==> src/rtl/ffha_ram.sv <==
// ----------------------------------------------------------------------------
// ffha_ram
// Block table memory: one write port, one read port, registered read data.
// ----------------------------------------------------------------------------
module ffha_ram #(
  parameter int W     = 8,
  parameter int DEPTH = 64
) (
  input  logic                     clk,
  input  logic                     we,
  input  logic [$clog2(DEPTH)-1:0] waddr,
  input  logic [W-1:0]             wdata,
  input  logic [$clog2(DEPTH)-1:0] raddr,
  output logic [W-1:0]             rdata
);

  logic [W-1:0] mem [DEPTH];

  always_ff @(posedge clk) begin
    if (we) begin
      mem[waddr] <= wdata;
    end
    rdata <= mem[raddr];
  end

endmodule

==> config.mk <==
export PLATFORM = sky130hd
export DESIGN_NAME = ffha_ram
export DESIGN_NICKNAME = d
export VERILOG_FILES = /design/src/rtl/ffha_ram.sv
export SDC_FILE = /design/constraint.sdc
export NUM_CORES = 1
export LEC_CHECK = 0
export ABC_AREA = 1
export BUFFER_PORTS_ARGS = -buffer_cell sky130_fd_sc_hd__buf_2
export CORE_ASPECT_RATIO = 0.75
export CORE_MARGIN = 3
export CORE_UTILIZATION = 30
export CTS_BUF_LIST = sky130_fd_sc_hd__clkbuf_8
export CTS_CLUSTER_DIAMETER = 40
export DETAILED_ROUTE_END_ITERATION = 12
export GPL_ROUTABILITY_DRIVEN = 0
export PLACE_DENSITY = 0.56
export SETUP_SLACK_MARGIN = 0.02
export SLEW_MARGIN = 10
export SYNTH_ARGS = -nofsm -noshare
export SYNTH_HDL_FRONTEND = slang
export SYNTH_SLANG_ARGS = --single-unit
export TNS_END_PERCENT = 100
==> constraint.sdc <==
create_clock -name clk -period 2.1 [get_ports clk]
set_clock_uncertainty 0.15 [all_clocks]
set_input_delay 0 -clock clk [delete_from_list [all_inputs] [get_ports clk]]
set_output_delay 0 -clock clk [all_outputs]
set_load 0.02 [all_outputs]
# [Yosys cells after proc, flatten, opt, wreduce, memory -nomap -nowiden]
# Memories as Yosys holds them, arrays and structs flattened. A register that Yosys moved wholly into a read port is not among the register bits.
# Index checks and enable logic that the tools add are counted.
[totals] regBits=0 inputBits=22 word_cells=3 mem_count=1 mem_bits_rw=512
[classes] mux=2
[mem_list] name="mem" depth=64 word_bits=8 read_ports=1 rd_clocked_by_memory_dff=1 wr=1 line_no="17" source="logic [W-1:0] mem [DEPTH];"
[ops] operator="1-bit two-way mux" count=2

# [Longest topological paths before layout]
[depth] word_depth=2 mapped_depth=12 mapped_depth_nobuf=9

# [Worst setup path before layout]
# No wires, ideal clock.
[synth_timing] kind="input to register" startpoint="in we" endpoint="mem mem[48][0] (enable)" path_slack_ns=0.184 path_stages=3 required_ns=1.555 t_arrival_ns=1.371 n_path_buf=1 setup_time_ns=0.395 cell_sequence="clkbuf_1 nand4_1 nor4_1"
[synth_between] elab_chain_len=2
[synth_lines] item="from (decl)" line_no="10" source="input logic we,"
[synth_lines] item="1-bit two-way mux" line_no="20" source="if (we) begin"
[synth_lines] item="1-bit two-way mux (implied by the code)" line_no="21" source="mem[waddr] <= wdata;"
[synth_lines] item="to (decl)" line_no="17"
# Every way passes these cells.

==> results.md <==
- Port Buffers: 29
- Register area share after synthesis: 72.80%
- Syn Std Cell Area: 0.02134 mm²
- Most frequent cells in the layout: 648 x nand2_1, 512 x edfxtp_1, 439 x nand3_1, 97 x buf_4, 80 x clkbuf_8
- Synthesized area per cell: 11.82 µm²
- RSZ-0062 raised after global routing: false
- H-Tree Depth: 3
- DR WL/cell: 19.74 µm
- Slew @ Worst Pin: 0.7044 ns
- Initial antenna violation count: 1
- Vias per Instance: 4.789
- Main combinational cell family by area after synthesis: simple AND/OR/NAND/NOR gates
- Max-Cap Viols: 0
- Core area: 0.07031 mm²
- CP Launch Type: input pin
- DP HPWL: 34.75 mm
- Max-slew violations: 0
- Final Hold Viols: 0
- DIE WIDTH: 314.0 µm
- Post-synth cell types: 16
- Area contributors post-synth: edfxtp_1 72%, nand2_1 11%, nand3_1 10%
- Clock Latency Late Sink: 0.65 ns
- Critical path's slowest cell: dlygate4sd3_1
- Ports: 30
- DR pass1 iterations: 5
- CP max stage delay: 0.58 ns
- Placed Area: 0.02293 mm²
- Total wire length: 57.94 mm
- Initial Utilization: 30.35%
- Fin Hold WS: 0.08946 ns
- DR vias: 14.06k
- Clock transition at path regs: 0.07 ns
- Layout area overhead: 15.30%
- Clock Tree Root: clkbuf_8
- Synth Instances: 1805
- DRC errors left: 0
- Ys Warns: 0
- Flops & latches, synth: 520
- Starting DRT DRC Count: 1520
- Largest net degree at the start of global routing: 73
- Worst hold start: waddr[5]
- Nets: 1955
- Dpl ws: 0.1553 ns
- Clk sinks: 520
- Crit path from: raddr[0]
- Die area: 0.07440 mm²
- Tmin final: 1.986 ns
- Worst setup EP type: register
- Power density over the cells: 854.0 mW/mm²
- CP required: 2.55 ns
- Setup TNS: 0 ns
- Crit-path cells: dlygate4sd3_1, buf_12, inv_12, buf_16, buf_4, nand2_1, nand3_1, nand3_1, nand2_1, nand2_1, nand3_1, dlygate4sd3_1, nand3_1, nand2_1
- Xor and xnor area share after synthesis: 0%
- Setup ws final: 0.1138 ns
- Max Fclk: 503.5 MHz
- Antenna-violating nets left: 0
- Max VDD drop: 0.4710 mV
- Worst slew margin: 52.86%
- Status: finished, final reports clean
- Die H: 237.0 µm
- Period utilization: 94.58%
- CTS buffer count: 78
- Post-synthesis adder-cell area fraction: 0%
- Reg2reg start: mem[51][3]
- Setup-failing EPs final: 0
- Layout cell share with drive strength beyond 1: 12.07%
- Tot GR Track Use: 15.43%
- Post-synthesis compound-gate area fraction: 0%
- Lkg Pwr: 8.936 nW
- Synth Net Count: 1827
- N_diodes: 0
- CP top delay family: buffers and inverters
- Yosys top cell area share: 72.05%
- Worst min path class: input pin to register
- CTS tree: yes
- CP arrival: 2.44 ns
- Leading cell type in the layout, fill and taps excluded: nand2_1
- Final Util: 34.99%
- Clock Tree Buf Depth: 3
- CP Max Fanout: 26
- Buf/Inv on CP: 6
- Row cnt: 84
- Grt total ovfl: 0
- Simple-gate portion of the synthesized area: 23.18%
- Portion of netlist area occupied by mux cells: 0%
- Post-route cell area: 0.02460 mm²
- Vias in the first global route: 13.74k
- Global-route wire length before repair: 87.04 mm
- CP Class: input pin to register
- Synth area leader: edfxtp_1
[timing repair]
action / CTS / global route
hold endpoints to repair: 559 / 0
gates resized for setup: 0 / 6
hold buffers: 19 / 0
setup endpoints to repair: 0 / 1
setup buffers: 0 / 0
[where the power goes]
part           switching (mW)  internal [mW]  total (mW)
logic                    1.08          0.410        1.49
clock network            3.93           4.05        7.99
registers              0.0496           11.5        11.5
[final timing paths]
| kind | depth (start not counted) | slack (ns) | to |
|---|---|---|---|
| min | 3 | 0.09 | mem[33][7] |
| min reg2reg | 8 | 0.66 | rdata[4] |
| max | 14 | 0.11 | rdata[3] |
| max reg2reg | 9 | 0.29 | rdata[3] |
[Yosys cell counts (all sizes together)]
master	count
nor2	56
edfxtp	512
nand4	9
clkbuf	15
buf	98
nand2	648
nor4	8
inv	12
dfxtp	8
nand3	439
[cell type report]
type,count,area [µm²]
Inverter,12,60.06
Multi-Input combinational cell,1160,4946
Tap cell,946,1184
Fill cell,6861,45710
Sequential cell,520,15530
Timing Repair Buffer,161,1421
Clock inverter,56,356.6
Clock buffer,80,1101
[layer usage]
metal	GRT usage, %	up-vias	routed length, µm
li1	-	6602	-
met1	22.59	6821	27190
met2	21.44	528	23780
met3	5.652	103	5716
met4	3.973	2	1237
met5	0	-	17
[flip-flops by register name (all words and copies together), names as in the netlist]
register and flops:
mem 512, rdata 8
[tightest hold or removal path: stages]
cell and delay (ns):
buf_2 0.16, nand3_1 0.36, nor2_1 0.16
[cell families (layout without fill, tap and decap cells)]
kind of cell / after synthesis / in the layout
buffers and inverters: 125 / 309
AND/OR/NAND/NOR: 1160 / 1160
flip-flops: 520 / 520
[per-stage QoR]
step | power (mW) | instances
floorplan | 12.56 | 1805
global placement | 13.19 | 2780
detailed placement | 13.20 | 2780
CTS | 21.18 | 2935
global route | 21.79 | 2935
finish | 21.01 | 2935
No activity file was read; power rests on OpenSTA's default activity.
