### src/rtl/ffha_pkg.sv
// ----------------------------------------------------------------------------
// ffha_pkg
// Shared types and constants for the first-fit heap allocator.
// ----------------------------------------------------------------------------
package ffha_pkg;

  localparam int FUNC_W   = 1;
  localparam int SIZE_W   = 21;
  localparam int ALIGN_W  = 13;
  localparam int OFFSET_W = 20;
  localparam int STATUS_W = 2;

  typedef enum logic [FUNC_W-1:0] {
    FUNC_ALLOC = 1'b0,
    FUNC_FREE  = 1'b1
  } func_t;

  typedef enum logic [STATUS_W-1:0] {
    ST_OK         = 2'd0,
    ST_NO_SPACE   = 2'd1,
    ST_TABLE_FULL = 2'd2,
    ST_BAD_FREE   = 2'd3
  } status_t;

endpackage

### src/rtl/ffha_mod.sv
// ----------------------------------------------------------------------------
// ffha_mod
// Bit-serial remainder unit: dividend mod divisor, one quotient bit a cycle.
// ----------------------------------------------------------------------------
module ffha_mod #(
  parameter int N = 21
) (
  input  logic                         clk,
  input  logic                         rst,
  input  logic                         start,
  input  logic [N-1:0]                 dividend,
  input  logic [ffha_pkg::ALIGN_W-1:0] divisor,
  output logic                         done,
  output logic [ffha_pkg::ALIGN_W-1:0] rem
);

  localparam int CW = $clog2(N + 1);

  logic [N-1:0]                 dvd;
  logic [ffha_pkg::ALIGN_W-1:0] dsr;
  logic [CW-1:0]                cnt;
  logic                         busy;
  logic [ffha_pkg::ALIGN_W:0]   trial;

  assign trial = {rem, dvd[N-1]};

  always_ff @(posedge clk) begin
    if (rst) begin
      busy <= 1'b0;
      done <= 1'b0;
    end else begin
      done <= 1'b0;
      if (start) begin
        busy <= 1'b1;
        dvd  <= dividend;
        dsr  <= divisor;
        rem  <= '0;
        cnt  <= CW'(N);
      end else if (busy) begin
        // divisor > 1, so rem stays below it and fits its width
        if (trial >= {1'b0, dsr}) begin
          rem <= ffha_pkg::ALIGN_W'(trial - {1'b0, dsr});
        end else begin
          rem <= trial[ffha_pkg::ALIGN_W-1:0];
        end
        dvd <= dvd << 1;
        cnt <= cnt - CW'(1);
        if (cnt == CW'(1)) begin
          busy <= 1'b0;
          done <= 1'b1;
        end
      end
    end
  end

endmodule

### config.mk
export PLATFORM = sky130hd
export DESIGN_NAME = ffha_mod
export DESIGN_NICKNAME = d
export VERILOG_FILES = /design/src/rtl/ffha_pkg.sv /design/src/rtl/ffha_mod.sv
export SDC_FILE = /design/constraint.sdc
export NUM_CORES = 1
export LEC_CHECK = 0
export ABC_AREA = 1
export BUFFER_PORTS_ARGS = -buffer_cell sky130_fd_sc_hd__buf_2
export CAP_MARGIN = 20
export CORE_MARGIN = 1.5
export CORE_UTILIZATION = 35
export DETAILED_ROUTE_END_ITERATION = 16
export PLACE_DENSITY_LB_ADDON = 0.1
export SLEW_MARGIN = 10
export SYNTH_ARGS = -nofsm -noshare
export SYNTH_HDL_FRONTEND = slang
export SYNTH_SLANG_ARGS = --single-unit
### constraint.sdc
create_clock -name clk -period 10.22 [get_ports clk]
set_input_delay 2.044 -clock clk [delete_from_list [all_inputs] [get_ports clk]]
set_output_delay 2.044 -clock clk [all_outputs]
set_load 0.02 [all_outputs]
# Word level (Yosys, flattened, before mapping)
# Index checks and enable logic that the tools add are counted.
# word_totals
elab_cells	25
inputBits	37
ff_bits	54
# op_classes
reduce_logical	4
n_lt_le_gt_ge	1
mux	9
n_addsub	2
eq_ne	1
bitwise	2
# op_table
op	n
two-way mux 21 bit	2
two-way mux 13 bit	2
greater-or-equal comparator 14 x 13 -> 1 bit	1
subtractor 13 bit	1
== test 5 x 1 -> 1 bit (second input constant)	1
two-way mux 5 bit	1
subtractor 5 x 1 -> 5 bit (second input constant)	1
two-way mux 1 bit	4
AND reduction 2 bit	2
OR reduction 3 bit	1
inverter 1 bit	2
nonzero test 2 bit	1

# Longest topological paths before layout
# Gate-level depths: netlist of run 1.
# depth
depth_word	4
ltp_mapped	13
depth_no_buf	13

# Worst setup path after synthesis of run 1
# OpenSTA, ideal clock, no wires.
# synth_timing
path_kind	input port to flip-flop
start	in start
end	reg busy
arrival_ps	4738
stages	5
setup_ps	68
path_buffers	1
setup_slack_ps	5414
path_cell_list	buf_2 clkinv_1 a21oi_1 o21ai_0 inv_1
# synth_between
elab_chain_cells	1
# synth_lines
item	line	rtl
start, declared	ffha_mod.sv:10	input logic start,
two-way mux 1 bit	ffha_mod.sv:33	if (start) begin
end signal, assigned	ffha_mod.sv:29	busy <= 1'b0;
end signal, assigned	ffha_mod.sv:34	busy <= 1'b1;
end signal, assigned	ffha_mod.sv:49	busy <= 1'b0;
end, declared	ffha_mod.sv:22	logic busy;
# Every way passes these cells.
# A chain may end at the register's enable or synchronous reset.

# Worst setup path in the final report of run 1
# layout_timing
start	in start
end	reg rem[11] (netlist name) (enable)
# layout_between
elab_chain_cells	2
# layout_lines
item	line	rtl
nonzero test 2 bit (no line)	--	
AND reduction 2 bit (no line)	--	
end signal, assigned	ffha_mod.sv:42	rem <= ffha_pkg::ALIGN_W'(trial - {1'b0, dsr});
end signal, assigned	ffha_mod.sv:44	rem <= trial[ffha_pkg::ALIGN_W-1:0];
end, declared	ffha_mod.sv:14	output logic [ffha_pkg::ALIGN_W-1:0] rem
# Every way passes these cells.

==> qor.yml, run 1 <==
status:
  outcome: "complete, no violations"
power_and_ir_drop:
  p_seq_share_pct: 50.5
  finalPower_w: 0.000537
  intPower_w: 0.000363
  p_switching_w: 0.000174
  leakagePower_nw: 1.85
  peakVddDrop_uv: 65.7
  p_clk_share_pct: 23.1
  power_frac_comb_pct: 26.3
  pwr_density_cell_nw_per_um2: 146
  p_sw_share_pct: 32.4
yosys:
  synth.most_common_cell: "nand2_1"
  synth_area_leaders: "edfxtp_1 (48%), nand2_1 (18%), inv_1 (7.0%)"
  synth-edff-count: 52
  syn_inst: 383
  synth_common_cells: "nand2_1 (151), inv_1 (60), edfxtp_1 (52), nor2_1 (22), ha_1 (15)"
  ys_ff_latch: 54
  syn_area_um2: 3230
  yosysTopAreaCell: "edfxtp_1"
  synth-adder-area-share_pct: 6.42
  ys_seq_area_share_pct: 49.5
  synthSimpleGateAreaFrac_pct: 31.4
  async_flop_share_pct: 0
  synth_nets: 436
  synth_compound_area_share_pct: 1.90
  yosys.cell_types.count: 32
  syn_avg_cell_area_um2: 8.44
  synth_top_area_share_pct: 48.3
  synth_top_family_by_area: "simple AND/OR/NAND/NOR gates"
  synthMuxAreaShare_pct: 0
  yosysWarnings: 0
  synthFlopType: "edfxtp_1"
  synth-xor-area-share_pct: 1.63
global_route:
  grt_max_degree: 35
  grt_overflow_total: 0
  grt_pass1_vias: 2600
  grt_pass1_wl_mm: 11.8
  antenna_found_initial: 0
  track_usage_pct: 15.1
clock_tree:
  cts_tree: "yes"
  post-cts-setup-buffers: 0
  clockRootBuffer: "clkbuf_8"
  clk_latency_ns: 0.32
  numCtsBuffers: 5
  cts.sinks: 54
  htreeDepth: 2
  postCtsHoldBufs: 0
  max-clock-path-buffers: 2
  ctsResizeCount: 0
  cts.clk_slew.worst_paths_ns: 0.10
route:
  ant_nets: 0
  first_pass_iters: 4
  wl_mm: 6.67
  dr.first_iter.drc_count: 51
  vias_per_cell: 4.52
  vias: 2461
  drc_errors: 0
  wire_per_inst_um: 12.2
timing:
  drv_slew: 0
  max_freq_mhz: 277
  relSlewSlack_pct: 49.4
  hold_viol: 0
  timing.final.crit_share_pct: 35.4
  setup_slack_ns: 6.60
  fin_setup_tns_ns: 0
  setup_viol: 0
  worstMarginPinSlew_ns: 0.756
  period_minus_slack_ns: 3.62
  fin_skew_ns: 0.0122
  rsz0062_at_grt: "false"
die:
  ioPinCount: 51
  dieHeight_um: 99.1
  rows: 34
  die_area_um2: 9820
  core_um2: 8850
  initial_utilization_pct: 36.5
  die_width_um: 99.1
placement:
  place_hpwl_mm: 5.10
  place.gp.congestion: 0.804
  dp_slack_ns: 6.18
  numPortBuffers: 50
  dpl_cell_area_um2: 3600
worst_hold_path:
  worstHoldStart: "dvd[17]"
  min_to: "dvd[18]"
  hold_depth: 2
  hp-class: "reg -> reg"
critical_path:
  worst-r2r-setup-slack_ns: 7.80
  rr_startpoint: "dvd[20]"
  end_kind: "flip-flop"
  crit_path_start: "start"
  path_max_fanout: 27
  r2r_end: "rem[8]"
  criticalPathCategory: "in -> reg"
  start_kind: "input pin"
  r2r_cells: 10
  arrival_ns: 3.61
  required_ns: 10.22
finish:
  fin_nets: 489
  fin_area_um2: 3690
  drive_above_1_share_pct: 22.0
  antenna_cells: 0
  synthToLayoutAreaGrowth_pct: 14.1
run:
  max_cap_viol_count: 0
==> critical path: stages <==
cell	delay (ns)
buf_2	0.38
clkinv_1	0.25
a21oi_4	0.50
buf_4	0.42
==> state kept, by name, indices dropped and copies added, names as in the netlist <==
| signal | flops |
|---|---|
| done | 1 |
| busy | 1 |
| dvd | 21 |
| cnt | 5 |
| dsr | 13 |
| rem | 13 |
==> logic make-up (layout without fill, tap and decap cells) <==
family                     count (synthesis)  after routing
AOI/OAI and AO/OA                         10             10
xor gates and xnor gates                   6              6
adders and majority gates                 16             16
buffers and inverters                     71            125
DFF                                       54             54
and+or+nand+nor                          226            226
==> worst max path at each step <==
| stage | slack (ns) | cells after the start | end |
|---|---|---|---|
| after floorplan | 5.41 | 5 | busy |
| after detailed placement | 6.18 | 4 | rem[11] |
| after CTS | 6.54 | 4 | cnt[3] |
| final | 6.60 | 4 | rem[11] |
| after global placement | 6.23 | 4 | rem[11] |
| after global routing | 6.37 | 4 | rem[11] |
==> layer usage <==
layer,vias to the layer above,global-route usage [%],wire (um)
met5,-,0,0
met3,7,3.02,264
met1,1104,19.2,3190
met4,0,4.23,81
li1,1303,-,-
met2,47,26.3,3130
==> layout by cell type (no fill, tap or decap), types with 2 or more instances in the layout <==
cell type	count
nand3_1	8
ha_1	15
buf_4	3
nand4_1	9
inv_2	3
nand3b_1	4
buf_2	50
dfxtp_1	2
nor2_1	22
xnor2_1	5
nand2_4	3
a21oi_1	5
edfxtp_1	52
o21ai_0	3
nor2_2	13
nand2_2	9
nand2_1	151
a21oi_4	2
clkbuf_8	5
inv_1	60
==> power by group through the flow <==
stage               clock [W]  combinational (W)  sequential, W
global route         0.000137           0.000164       0.000274
detailed placement          0           0.000144       0.000277
floorplan                   0           0.000103       0.000282
finish               0.000124           0.000142       0.000271
CTS                  0.000128           0.000145       0.000272
global placement            0           0.000143       0.000277
==> area by class of cell <==
type	instances	area, um^2
clock buffer	5	68.8
clock inverter	3	21.3
fill	952	5160
inverter	64	240
multi-input combinational	258	1350
sequential	54	1600
tap	108	135
timing repair buffer	53	273
==> stage by stage <==
step | utilization [%] | hold slack (ns) | cells
2_1_floorplan | - | 0.421 | 383
3_3_place_gp | 40.7 | 0.496 | 537
3_5_place_dp | 40.7 | 0.501 | 537
4_1_cts | 41.7 | 0.521 | 545
5_1_grt | 41.7 | 0.545 | 545
6_report | 41.7 | 0.520 | 545
Note: power is estimated with default switching activity, not from simulation.
==> run 2, diff against run 1 <==
--- a/config.mk
+++ b/config.mk
@@ -5,7 +5,7 @@
 export SDC_FILE = /design/constraint.sdc
 export NUM_CORES = 1
 export LEC_CHECK = 0
-export ABC_AREA = 1
+export ABC_AREA = 0
 export BUFFER_PORTS_ARGS = -buffer_cell sky130_fd_sc_hd__buf_2
 export CAP_MARGIN = 20
 export CORE_MARGIN = 1.5
==> constraint.sdc (replaced) <==
create_clock -name clk -period 3.6 [get_ports clk]
set_input_delay 0.72 -clock clk [delete_from_list [all_inputs] [get_ports clk]]
set_output_delay 0.72 -clock clk [all_outputs]
set_load 0.02 [all_outputs]
==> qor.yml, run 2 <==
die:
  rows: 33  # -2.9%
  initial_utilization_pct: 35.9  # -0.64 points
  die_area_um2: 8900  # -9.4%
  core_um2: 8130  # -8.1%
  die_width_um: 94.3  # -4.8%
  dieHeight_um: 94.3  # -4.8%
  ioPinCount: 51  # unchanged
global_route:
  track_usage_pct: 14.4  # -0.64 points
  use_met2_pct: 24.9  # -1.3 points
  grt_overflow_total: 0  # unchanged
  grt_pass1_vias: 2018  # -22%
  grt_util_met1_pct: 17.7  # -1.5 points
  grtUsageMet3_pct: 3.54  # +0.52 points
  antenna_found_initial: 0  # unchanged
  grt_pass1_wl_mm: 9.72  # -17%
  grt_max_degree: 32  # -8.6%
  top_usage_layer: "met2"
timing:
  fin_skew_ns: 0.00491  # -0.00725 ns
  worstMarginPinSlew_ns: 0.934  # +0.178 ns
  rsz0062_at_grt: "false"
  fin_setup_tns_ns: 0  # unchanged
  hold_ws_ns: 0.490  # -0.0299 ns
  hold_viol: 0  # unchanged
  setup_slack_ns: 0.713  # -5.89 ns
  timing.final.crit_share_pct: 80.2
  drv_slew: 0  # unchanged
  period_minus_slack_ns: 2.89
  max_freq_mhz: 346
  relSlewSlack_pct: 37.4  # -12 points
  setup_viol: 0  # unchanged
yosys:
  async_flop_share_pct: 0  # unchanged
  syn_inst: 234  # -39%
  syn_area_um2: 2920  # -9.7%
  synth.most_common_cell: "edfxtp_1"
  ys_seq_area_share_pct: 54.8  # +5.3 points
  synth_nets: 287  # -34%
  synth-edff-count: 52  # unchanged
  yosysTopAreaCell: "edfxtp_1"
  synthFlopType: "edfxtp_1"
  synth_top_area_share_pct: 53.5  # +5.2 points
  ys_ff_latch: 54  # unchanged
  yosysWarnings: 0  # unchanged
  yosys.cell_types.count: 48  # +50%
  synth_area_leaders: "edfxtp_1 (53%), mux2_2 (7.7%), ha_1 (6.4%)"
  syn_avg_cell_area_um2: 12.5  # +48%
  synth_common_cells: "edfxtp_1 (52), mux2_2 (20), inv_1 (18), a21oi_1 (17), ha_1 (15)"
critical_path:
  rr_startpoint: "dvd[20]"
  start_kind: "flip-flop"
  path_max_fanout: 11  # -59%
  worst-r2r-setup-slack_ns: 0.71  # -7.09 ns
  r2r_end: "rem[11]"
  end_kind: "flip-flop"
  arrival_ns: 2.97  # -0.64 ns
  required_ns: 3.68  # -6.54 ns
  criticalPathCategory: "reg -> reg"
  r2r_cells: 9  # -1
finish:
  antenna_cells: 0  # unchanged
  largest-register: "dvd"
  fin_nets: 341  # -30%
  num-fill-cells: 795  # -16%
  synthToLayoutAreaGrowth_pct: 16.4
  largest_reg_flops: 21  # unchanged
  multi_input_area_um2: 1220  # -9.5%
  final_cell_mix: "edfxtp_1 (52), buf_2 (50), mux2_2 (20), inv_1 (18), a21oi_1 (17)"
  drive_above_1_share_pct: 31.8  # +9.9 points
  layout_commonest_cell: "edfxtp_1"
  regArea_um2: 1600  # unchanged
  top_regs: "dvd: 21 flops, dsr: 13 flops, rem: 13 flops"
worst_hold_path:
  min_to: "done"
  hp-class: "reg -> reg"
  worstHoldStart: "busy"
  hold_depth: 1  # -1
power_and_ir_drop:
  leakagePower_nw: 1.37  # -26%
  peakVddDrop_uv: 186  # +180%
  pwr_density_cell_nw_per_um2: 447  # +210%
clock_tree:
  clockRootBuffer: "clkbuf_8"
  numCtsBuffers: 5  # unchanged
  post-cts-setup-buffers: 0  # unchanged
  cts.sinks: 54  # unchanged
  postCtsHoldBufs: 0  # unchanged
  cts_tree: "yes"
  cts.clk_slew.worst_paths_ns: 0.11  # about the same
  clk_latency_ns: 0.32  # about the same
  htreeDepth: 2  # unchanged
  max-clock-path-buffers: 2  # unchanged
  ctsResizeCount: 0  # unchanged
placement:
  numPortBuffers: 50  # unchanged
  place_hpwl_mm: 4.27  # -16%
  place.gp.congestion: 0.766  # -4.7%
  dp_slack_ns: 0.719  # -5.46 ns
route:
  wl_mm: 6.15  # -7.8%
  vias: 2010  # -18%
  dr.first_iter.drc_count: 71  # +39%
  wire_per_inst_um: 15.6  # +28%
  vias_per_cell: 5.10  # +13%
  drc_errors: 0  # unchanged
  ant_nets: 0  # unchanged
  first_pass_iters: 4  # unchanged
status:
  outcome: "complete, no violations"
run:
  max_cap_viol_count: 0  # unchanged
-- run 2: cell count changes in the layout (fill, tap and decap cells not counted), moves of 7 or more --
cell	change
mux2_2	+20
nand2_2	-9
nor2_2	-13
nor2_1	-14
inv_1	-42
nand2_1	-145
a21oi_1	+12
nand4_1	-7
-- run 2: critical path: stages, from the launching register on --
cell and delay, ns:
edfxtp_1 0.39, inv_1 0.07, ha_1 0.17, fa_1 0.21, and2b_1 0.24, o21bai_4 0.14
a21oi_2 0.11, o31ai_2 0.79, a21oi_1 0.24, a22o_1 0.29
-- run 2: power by group --
| group | leakage (nW) | switching [W] | total [W] | internal [W] |
|---|---|---|---|---|
| combinational | 0.803 | 0.000206 | 0.000366 | 0.000160 |
| clock | 0.0506 | 0.000232 | 0.000379 | 0.000146 |
| sequential | 0.511 | 0.0000234 | 0.000774 | 0.000750 |
-- run 2: final cells by class --
class                      instances  share of cell area [%]
timing repair buffer              54                    8.24
inverter                          18                    1.99
sequential                        54                    47.1
clock buffer                       5                    2.02
multi-input combinational        155                    35.9
clock inverter                     3                   0.847
tap                              105                    3.86
-- run 2: kinds of logic after synthesis --
logic type,Yosys count,synth area share (%)
mux,20,7.71
xor+xnor,10,3.00
fa+ha+maj,16,7.11
buf+inv,25,3.60
simple gates,51,9.47
flops,54,54.8
compound gates,58,14.3
-- run 2: per-layer routing --
layer	vias to the layer above	share of wire [%]
li1	990	-
met1	960	45
met2	51	49
met3	9	5.2
met4	0	1.6
met5	-	0
-- run 2: stage by stage --
| stage | util [%] | instances | instance area (um^2) | power, W |
|---|---|---|---|---|
| after floorplan | - | 234 | 2920 | 0.00105 |
| after global placement | 40.6 | 386 | 3300 | 0.00116 |
| after detailed placement | 40.6 | 386 | 3300 | 0.00116 |
| after CTS | 41.8 | 394 | 3400 | 0.00154 |
| after global routing | 41.8 | 394 | 3400 | 0.00159 |
| final | 41.8 | 394 | 3400 | 0.00152 |
-- run 2: how the worst max path moves through the flow --
stage | endpoint | start | slack, ns | cells after the start
4_1_cts | rem[11] | dvd[20] | 0.69 | 9
3_3_place_gp | rem[11] | dvd[20] | 0.77 | 9
2_1_floorplan | cnt[0] | start | 0.40 | 3
5_1_grt | rem[11] | rem[4] | 0.47 | 7
3_5_place_dp | rem[11] | dvd[20] | 0.72 | 9
6_report | rem[11] | dvd[20] | 0.71 | 9
==> run 3, diff against run 2 <==
==> constraint.sdc (replaced) <==
create_clock -name clk -period 2.9 [get_ports clk]
set_input_delay 0.58 -clock clk [delete_from_list [all_inputs] [get_ports clk]]
set_output_delay 0.58 -clock clk [all_outputs]
set_load 0.02 [all_outputs]
==> qor.yml, run 3 (same netlist as run 2, synthesis figures left out) <==
power_and_ir_drop:
  leakagePower_nw: 1.39  # +1.7%
  pwr_density_cell_nw_per_um2: 569  # +27%
  peakVddDrop_uv: 225  # +21%
critical_path:
  cp_num_cells: 9  # unchanged
  r2r_cells: 9  # unchanged
  start_kind: "flip-flop"
  r2r_end: "rem[11]"
  worst-r2r-setup-slack_ns: 0.32  # -0.39 ns
  slowest_delay_ns: 0.52  # -0.27 ns
  rr_startpoint: "dvd[20]"
  required_ns: 2.98  # -0.70 ns
  cp_top_family: "compound AO/OA/AOI/OAI gates"
  criticalPathCategory: "reg -> reg"
  arrival_ns: 2.66  # -0.31 ns
  critPathBufInv: 1  # unchanged
  crit_path_start: "dvd[20]"
  end_kind: "flip-flop"
  path_cells: "inv_1 > ha_1 > fa_1 > and2b_1 > o21bai_4 > a21oi_2 > o31ai_4 > a21oi_1 > a22o_1"
  path_max_fanout: 11  # unchanged
  crit_slowest_cell: "o31ai_4"
route:
  wire_per_inst_um: 15.3  # -2.2%
  wl_mm: 6.05  # -1.7%
  vias: 2011  # +0.050%
  vias_per_cell: 5.08  # -0.46%
  drc_errors: 0  # unchanged
  dr.first_iter.drc_count: 88  # +24%
  first_pass_iters: 4  # unchanged
  ant_nets: 0  # unchanged
die:
  dieHeight_um: 94.3  # unchanged
  rows: 33  # unchanged
  core_um2: 8130  # unchanged
  initial_utilization_pct: 35.9  # unchanged
  die_width_um: 94.3  # unchanged
  ioPinCount: 51  # unchanged
  die_area_um2: 8900  # unchanged
clock_tree:
  cts.sinks: 54  # unchanged
  max-clock-path-buffers: 2  # unchanged
  clk_latency_ns: 0.31  # about the same
  htreeDepth: 2  # unchanged
  clockRootBuffer: "clkbuf_8"
  numCtsBuffers: 5  # unchanged
  post-cts-setup-buffers: 0  # unchanged
  cts.clk_slew.worst_paths_ns: 0.11  # about the same
  cts_tree: "yes"
timing:
  worstMarginPinSlew_ns: 0.545  # -0.389 ns
  relSlewSlack_pct: 63.7  # +26 points
  rsz0062_at_grt: "false"
  timing.final.crit_share_pct: 88.9  # +8.7 points
  period_minus_slack_ns: 2.58  # -0.309 ns
  max_freq_mhz: 388  # +12%
  hold_viol: 0  # unchanged
  fin_setup_tns_ns: 0  # unchanged
  drv_slew: 0  # unchanged
  fin_skew_ns: 0.00620  # +0.00129 ns
  setup_viol: 0  # unchanged
placement:
  numPortBuffers: 50  # unchanged
  place_hpwl_mm: 4.31  # +1.0%
  place.gp.congestion: 0.774  # +1.0%
finish:
  num-fill-cells: 778  # -2.1%
  largest_reg_flops: 21  # unchanged
  layout_commonest_cell: "edfxtp_1"
  top_regs: "dvd: 21 flops, dsr: 13 flops, rem: 13 flops"
  drive_above_1_share_pct: 32.3  # +0.47 points
  final_cell_mix: "edfxtp_1 (52), buf_2 (50), mux2_2 (20), inv_1 (18), a21oi_1 (17)"
  largest-register: "dvd"
  multi_input_area_um2: 1230  # +0.72%
  antenna_cells: 0  # unchanged
  fin_nets: 343  # +0.59%
  final_core_util_pct: 42.5  # +0.68 points
  regArea_um2: 1600  # unchanged
  synthToLayoutAreaGrowth_pct: 18.3
worst_hold_path:
  min_to: "dsr[9]"
  worstHoldStart: "divisor[9]"
  hp-class: "in -> reg"
  hold_depth: 1  # unchanged
global_route:
  antenna_found_initial: 0  # unchanged
  grt_pass1_wl_mm: 9.68  # -0.36%
  grt_max_degree: 28  # -13%
  track_usage_pct: 14.4  # -0.051 points
  grt_pass1_vias: 1976  # -2.1%
  grt_overflow_total: 0  # unchanged
status:
  outcome: "complete, no violations"
run:
  max_cap_viol_count: 0  # unchanged
-- run 3: cell types whose count changed in the layout (fill, tap and decap cells not counted) --
cell,delta
buf_4,+1
o31ai_4,+1
buf_12,+1
inv_8,-1
bufinv_16,+1
o31ai_2,-1
-- run 3: area by class of cell --
| cell class | instances | area share (%) |
|---|---|---|
| inverter | 18 | 1.96 |
| clock inverter | 3 | 1.38 |
| multi-input combinational | 155 | 35.6 |
| sequential | 54 | 46.4 |
| clock buffer | 5 | 1.99 |
| timing repair buffer | 56 | 8.91 |
| tap | 105 | 3.80 |
-- run 3: power breakdown --
part | internal (W) | total [W] | switching (W)
clock | 0.000263 | 0.000543 | 0.000280
combinational | 0.000204 | 0.000462 | 0.000258
sequential | 0.000931 | 0.000959 | 0.0000279
total | 0.00140 | 0.00196 | 0.000566
-- run 3: metrics by stage --
step / cell area [um^2] / worst slack, ns / hold slack, ns / power (W) / instances
after global routing: 3450 / 0.137 / 0.419 / 0.00206 / 396
final: 3450 / 0.322 / 0.433 / 0.00196 / 396
after floorplan: 2920 / 0.486 / 0.460 / 0.00131 / 234
after CTS: 3450 / 0.0212 / 0.422 / 0.00199 / 396
after global placement: 3330 / 0.114 / 0.477 / 0.00144 / 388
after detailed placement: 3330 / 0.0429 / 0.477 / 0.00144 / 388
-- run 3: how the worst max path moves through the flow --
stage                          to  slack (ns)
after global routing      rem[11]        0.14
after global placement    rem[11]        0.11
after CTS                 rem[11]        0.02
after detailed placement  rem[11]        0.04
final                     rem[11]        0.32
after floorplan            cnt[0]        0.49
-- run 3: repair_timing --
item / 4_1_cts / 5_1_grt
endpoints found under the setup margin: 0 / 3
resized for setup: 0 / 1
hold buffers: 0 / 0
-- run 3: metal layers --
layer / GRT usage (%) / wire length, um / up-vias
li1: - / - / 993
met1: 18.6 / 2720 / 949
met2: 23.7 / 2890 / 60
met5: 0 / 0 / -
met4: 4.73 / 78 / 0
met3: 3.46 / 357 / 9
